<file path="src/hdl/tpdrd_pkg.sv">
// Shared types and constants of the two-plane delta run decoder.
package tpdrd_pkg;

    // Plane geometry.
    localparam int ROW_BYTES  = 2048;
    localparam int ROWS       = 512;
    localparam int ROW_SHIFT  = $clog2(ROW_BYTES);
    localparam int ADDR_W     = 20;
    localparam int PLANE_SIZE = ROW_BYTES * ROWS;
    localparam int CLR_W      = ADDR_W + 1;

    // Request kinds on the input stream.
    localparam logic [1:0] REQ_DELTA = 2'd0;
    localparam logic [1:0] REQ_READ  = 2'd1;
    localparam logic [1:0] REQ_WRITE = 2'd2;
    localparam logic [1:0] REQ_BEGIN = 2'd3;

    // Parser phases.
    localparam logic [2:0] PH_TYPE    = 3'd0;
    localparam logic [2:0] PH_LEN     = 3'd1;
    localparam logic [2:0] PH_FILL    = 3'd2;
    localparam logic [2:0] PH_LIT     = 3'd3;
    localparam logic [2:0] PH_REFUSED = 3'd4;

    // Run types.
    localparam logic [3:0] RUN_SKIP_B = 4'd1;
    localparam logic [3:0] RUN_SWAP_B = 4'd2;
    localparam logic [3:0] RUN_LIT_B  = 4'd3;
    localparam logic [3:0] RUN_FILL_B = 4'd4;
    localparam logic [3:0] RUN_FILL_W = 4'd7;
    localparam logic [3:0] RUN_SKIP_W = 4'd10;
    localparam logic [3:0] RUN_SWAP_W = 4'd12;
    localparam logic [3:0] RUN_LIT_W  = 4'd13;

    // Result status codes.
    localparam logic [1:0] ST_OK      = 2'd0;
    localparam logic [1:0] ST_DONE    = 2'd1;
    localparam logic [1:0] ST_BADRUN  = 2'd2;
    localparam logic [1:0] ST_BADREG  = 2'd3;

    // Register indexes of the configuration port.
    localparam logic [2:0] REG_X   = 3'd0;
    localparam logic [2:0] REG_Y   = 3'd1;
    localparam logic [2:0] REG_W   = 3'd2;
    localparam logic [2:0] REG_H   = 3'd3;
    localparam logic [2:0] REG_BPP = 3'd4;

    // Work a request needs after its parse step.
    typedef enum logic [1:0] {
        WK_NONE,
        WK_LOOP,
        WK_SINGLE,
        WK_HREAD
    } t_work;

    typedef struct packed {
        logic [10:0] region_x;
        logic [8:0]  region_y;
        logic [11:0] region_w;
        logic [9:0]  region_h;
        logic [2:0]  bpp;
    } t_cfg;

    // Controller to datapath commands.
    typedef struct packed {
        logic clr;
        logic latch;
        logic disp;
        logic wr;
        logic adv;
        logic single;
        logic hread;
        logic load_out;
    } t_cmd;

    // Datapath to controller status.
    typedef struct packed {
        logic  clr_done;
        t_work work;
        logic  run_active;
        logic  skip_kind;
        logic  last_byte;
        logic  out_free;
    } t_sts;

endpackage

</file>
<file path="src/hdl/tpdrd_ctrl.sv">
// Sequencing state machine of the two-plane delta run decoder.
module tpdrd_ctrl (
    input  logic            i_clk,
    input  logic            i_rst_n,
    input  logic            i_in_valid,
    input  tpdrd_pkg::t_sts i_sts,
    output tpdrd_pkg::t_cmd o_cmd,
    output logic            o_in_ready
);
    import tpdrd_pkg::*;

    typedef enum logic [3:0] {
        S_CLEAR, S_IDLE, S_DISP, S_CHK, S_RD, S_WR, S_ADV, S_HRD, S_DONE
    } t_state;

    t_state r_state, n_state;
    logic   r_single, n_single;

    // Next state and the mode of the current run.
    always_comb begin
        n_state  = r_state;
        n_single = r_single;
        unique case (r_state)
            S_CLEAR: if (i_sts.clr_done) n_state = S_IDLE;
            S_IDLE:  if (i_in_valid) n_state = S_DISP;
            S_DISP: begin
                unique case (i_sts.work)
                    WK_NONE:   n_state = S_DONE;
                    WK_HREAD:  n_state = S_HRD;
                    WK_LOOP: begin
                        n_state  = S_CHK;
                        n_single = 1'b0;
                    end
                    WK_SINGLE: begin
                        n_state  = S_RD;
                        n_single = 1'b1;
                    end
                    default:   n_state = S_DONE;
                endcase
            end
            S_CHK: begin
                priority if (!i_sts.run_active) n_state = S_DONE;
                else if (i_sts.skip_kind) n_state = S_ADV;
                else n_state = S_RD;
            end
            S_RD:    n_state = S_WR;
            S_WR:    n_state = i_sts.last_byte ? S_ADV : S_RD;
            S_ADV:   n_state = r_single ? S_DONE : S_CHK;
            S_HRD:   n_state = S_DONE;
            S_DONE:  if (i_sts.out_free) n_state = S_IDLE;
            default: n_state = S_CLEAR;
        endcase
    end

    // State register.
    always_ff @(posedge i_clk) begin
        if (!i_rst_n) begin
            r_state  <= S_CLEAR;
            r_single <= 1'b0;
        end else begin
            r_state  <= n_state;
            r_single <= n_single;
        end
    end

    // Command decode.
    always_comb begin
        o_cmd          = '0;
        o_cmd.clr      = (r_state == S_CLEAR);
        o_cmd.latch    = (r_state == S_IDLE) && i_in_valid;
        o_cmd.disp     = (r_state == S_DISP);
        o_cmd.wr       = (r_state == S_WR);
        o_cmd.adv      = (r_state == S_ADV);
        o_cmd.single   = r_single;
        o_cmd.hread    = (r_state == S_HRD);
        o_cmd.load_out = (r_state == S_DONE) && i_sts.out_free;
    end

    assign o_in_ready = (r_state == S_IDLE);

endmodule

</file>
<file path="config.mk">
export PLATFORM = sky130hd
export DESIGN_NAME = tpdrd_ctrl
export DESIGN_NICKNAME = d
export VERILOG_FILES = /design/src/hdl/tpdrd_pkg.sv /design/src/hdl/tpdrd_ctrl.sv
export SDC_FILE = /design/constraint.sdc
export NUM_CORES = 1
export LEC_CHECK = 0
export ABC_CLOCK_PERIOD_IN_PS = 2900
export BUFFER_PORTS_ARGS = -buffer_cell sky130_fd_sc_hd__buf_4
export CAP_MARGIN = 20
export CORE_AREA = 2 2 39 41
export CTS_CLUSTER_SIZE = 28
export DETAILED_ROUTE_END_ITERATION = 12
export DIE_AREA = 0 0 41 43
export GPL_TIMING_DRIVEN = 0
export SLEW_MARGIN = 20
export SYNTH_ARGS = -nofsm -noshare
export SYNTH_HDL_FRONTEND = slang
export SYNTH_SLANG_ARGS = --single-unit
</file>
<file path="constraint.sdc">
create_clock -name i_clk -period 2.9 [get_ports i_clk]
set_input_delay 0.58 -clock i_clk [delete_from_list [all_inputs] [get_ports i_clk]]
set_output_delay 0.58 -clock i_clk [all_outputs]
set_load 0.05 [all_outputs]
</file>
==> impl_metrics.py <==
metrics = {
    "critical_path": {
        "cp_num_buf_inv": 2,
        "crit_path_max_incr_delay_ps": 470,
        "timing.rr.end": "r_state[1]$_SDFFE_PN0P_",
        "critical_path_required_ps": 2320,
        "r2r_cells": 4,
        "worst_path_max_delay_cell": "dfxtp_1",
        "path_max_fanout": 10,
        "crit_type": "reg2out",
        "cp-end-kind": "primary output",
        "arrival_ps": 1520,
        "critPathLaunchType": "flop",
        "startpoint": "r_state[2]$_SDFFE_PN0P_",
        "cp_top_family": "flip-flops",
        "rr_startpoint": "r_state[2]$_SDFFE_PN0P_",
        "rrSetupSlack_ps": 1570,
        "cp_cell_sequence": "buf_2 > nor2b_1 > and3_1 > buf_4",
    },
    "synthesis": {
        "synthFlopType": "dfxtp_1",
        "synth_area_per_cell_um2": 7.74,
        "synth-seq-cells": 5,
        "synth.most_common_cell": "nand2_1",
        "yosysWarnings": 0,
        "synth_commonest_cells": "nand2_1 (7), dfxtp_1 (5), nor2_1 (5), nor2b_1 (5)",
        "ys_seq_area_share_pct": 20.2,
        "syn_inst": 64,
        "yosys.area.top_type": "dfxtp_1",
        "yosys-top-cells-area": "dfxtp_1 (20%), ha_1 (10%), nor2b_1 (6.3%), nand2_1 (5.3%), nor4b_4 (4.8%)",
        "synth_fp_nets": 78,
        "synth_top_area_share_pct": 20.2,
        "synth_cell_types": 25,
        "syn_area_um2": 495,
        "synth_edf_count": 0,
        "async_flop_share_pct": 0,
    },
    "global_routing": {
        "grt_usage_pct": 16.7,
        "grt_max_degree": 11,
        "grt_pass1_vias": 459,
        "busiest_layer": "met2",
        "grt_overflow": 0,
        "grt_pass1_wl_um": 1950,
        "grt_util_met3_pct": 3.14,
        "met1_usage_pct": 21.7,
        "use_met2_pct": 23.4,
        "antenna_found_initial": 0,
    },
    "sta": {
        "hold_ws_ps": 499,
        "fmax_mhz": 476,
        "slew_headroom_pct": 78.0,
        "rsz0062_at_grt": "no",
        "tightest_slew_ps": 329,
        "finalSetupViolCount": 0,
        "min_period_over_period_pct": 72.4,
        "finalSetupTns_ps": 0,
        "maxSlewViolCount": 0,
        "finalClockSkew_ps": 3.72,
        "finalWorstPathRequiredPeriod_ps": 2100,
        "hold_viol_final": 0,
    },
    "clocking": {
        "cts.sinks": 5,
        "clock_path_buffers": 2,
        "numCtsBuffers": 3,
        "htree_levels": 1,
        "clkTransAtPathRegs_ps": 50,
        "ctsResizeCount": 0,
        "hold_buffers": 0,
        "cts_tree": "built",
        "clk_latency_ps": 250,
        "cts-root-buf": "clkbuf_4",
        "cts_setup_buffers": 0,
    },
    "worst_hold_path": {
        "hold_path.startpoint": "r_single$_SDFFE_PN0P_",
        "whs_endpoint": "r_single$_SDFFE_PN0P_",
        "hold_depth": 2,
        "hold_path.class": "reg2reg",
    },
    "routing": {
        "wire_per_inst_um": 12.4,
        "vias": 541,
        "first_pass_iters": 4,
        "ant_nets": 0,
        "drc": 0,
        "routed_wl_um": 1260,
        "drt_iter0_markers": 6,
        "detail_route.vias_per_cell": 5.30,
    },
    "placed_design": {
        "gp_congestion": 0.747,
        "dpl.hpwl_um": 965,
        "port_buffers": 18,
    },
    "pwr": {
        "powerDensity_nw_per_um2": 385,
        "p_sw_share_pct": 36.9,
        "intPower_w": 0.000165,
        "combPwrFrac_pct": 37.3,
        "clkPwrFrac_pct": 32.8,
        "seqPwrFrac_pct": 29.9,
        "p_switching_w": 0.0000964,
        "ir_drop_uv": 181,
        "p_leak_nw": 0.328,
    },
    "layout": {
        "antenna_cells": 0,
        "fin_nets": 101,
        "utilization_pct": 48.9,
        "drive_above_1_share_pct": 32.6,
        "fillCellCount": 149,
        "syn_to_final_growth_pct": 36.6,
    },
    "floorplanning": {
        "die_h_um": 43,
        "core_um2": 1380,
        "io_pins": 19,
        "dieArea_um2": 1760,
        "start_util_pct": 35.8,
        "rows": 14,
        "dieWidth_um": 41,
    },
    "run": {
        "maxCapViolCount": 0,
    },
    "outcome": {
        "status": "finished, final reports clean",
    },
}
==> tightest hold or removal path, stage by stage (launching register included) <==
cell and delay, ps:
dfxtp_1 330, nand2_1 60, a21boi_0 60
==> cells in the final DEF, fill, tap and decap left out, types with 3 or more instances in the layout <==
cell type	synthesis	routed
dfxtp_1	5	5
a21oi_1	4	4
ha_1	4	4
buf_2	3	3
and3_1	3	3
nor2_1	5	5
clkbuf_4	0	3
nor2b_1	5	5
nand2_1	7	7
inv_1	3	3
buf_4	1	19
nand3_1	3	3
o31ai_1	3	3
==> kinds of logic (layout without fill, tap and decap cells) <==
| family | after synthesis | after routing | share of synthesized area (%) |
|---|---|---|---|
| simple gates | 30 | 30 | 35.1 |
| compound gates | 17 | 17 | 25.5 |
| buf+inv | 8 | 30 | 9.09 |
| flops | 5 | 5 | 20.2 |
| fa+ha+maj | 4 | 4 | 10.1 |
==> state kept, by name, summed over array words and instances (netlist names) <==
signal	flops
r_state	4
r_single	1
==> worst max-delay path by stage <==
stage                     endpoint  slack, ps  depth (start not counted)
after floorplan           o_cmd[7]        300                          2
after global placement    o_cmd[4]       1080                          4
after detailed placement  o_cmd[4]       1070                          4
after CTS                 o_cmd[4]        810                          4
after global routing      o_cmd[4]        690                          4
final                     o_cmd[4]        800                          4
==> stage by stage <==
stage	worst slack, ps	total power (W)	instances	area (um^2)
floorplan	301	0.000145	64	495
global placement	1080	0.000176	98	651
detailed placement	1070	0.000177	98	651
CTS	806	0.000265	102	677
global route	692	0.000278	102	677
finish	800	0.000261	102	677
==> routing by layer <==
layer / routed length, um / vias up / share of wire (%)
met3: 45 / 5 / 3.6
met2: 593 / 16 / 47
met4: 48 / 0 / 3.8
met5: 0 / - / 0
met1: 573 / 249 / 45
li1: - / 271 / -
==> power by group through the flow <==
stage | Clock [W] | Combinational (W) | Sequential (W)
after floorplan | 0 | 0.0000677 | 0.0000778
after global placement | 0 | 0.0000969 | 0.0000792
after detailed placement | 0 | 0.0000972 | 0.0000793
after CTS | 0.0000892 | 0.0000978 | 0.0000780
after global routing | 0.0000939 | 0.000106 | 0.0000783
final | 0.0000856 | 0.0000973 | 0.0000779
==> cell type report <==
cell class,instances,area [um^2],share of cell area [%]
sequential,5,100,14.8
buffer,5,33.8,4.99
inverter,3,11.3,1.66
timing repair buffer,18,135,20.0
tap,16,20.0,2.96
clock buffer,4,26.3,3.88
multi-input combinational,51,350,51.8
Note: power is estimated with default switching activity, not from simulation.
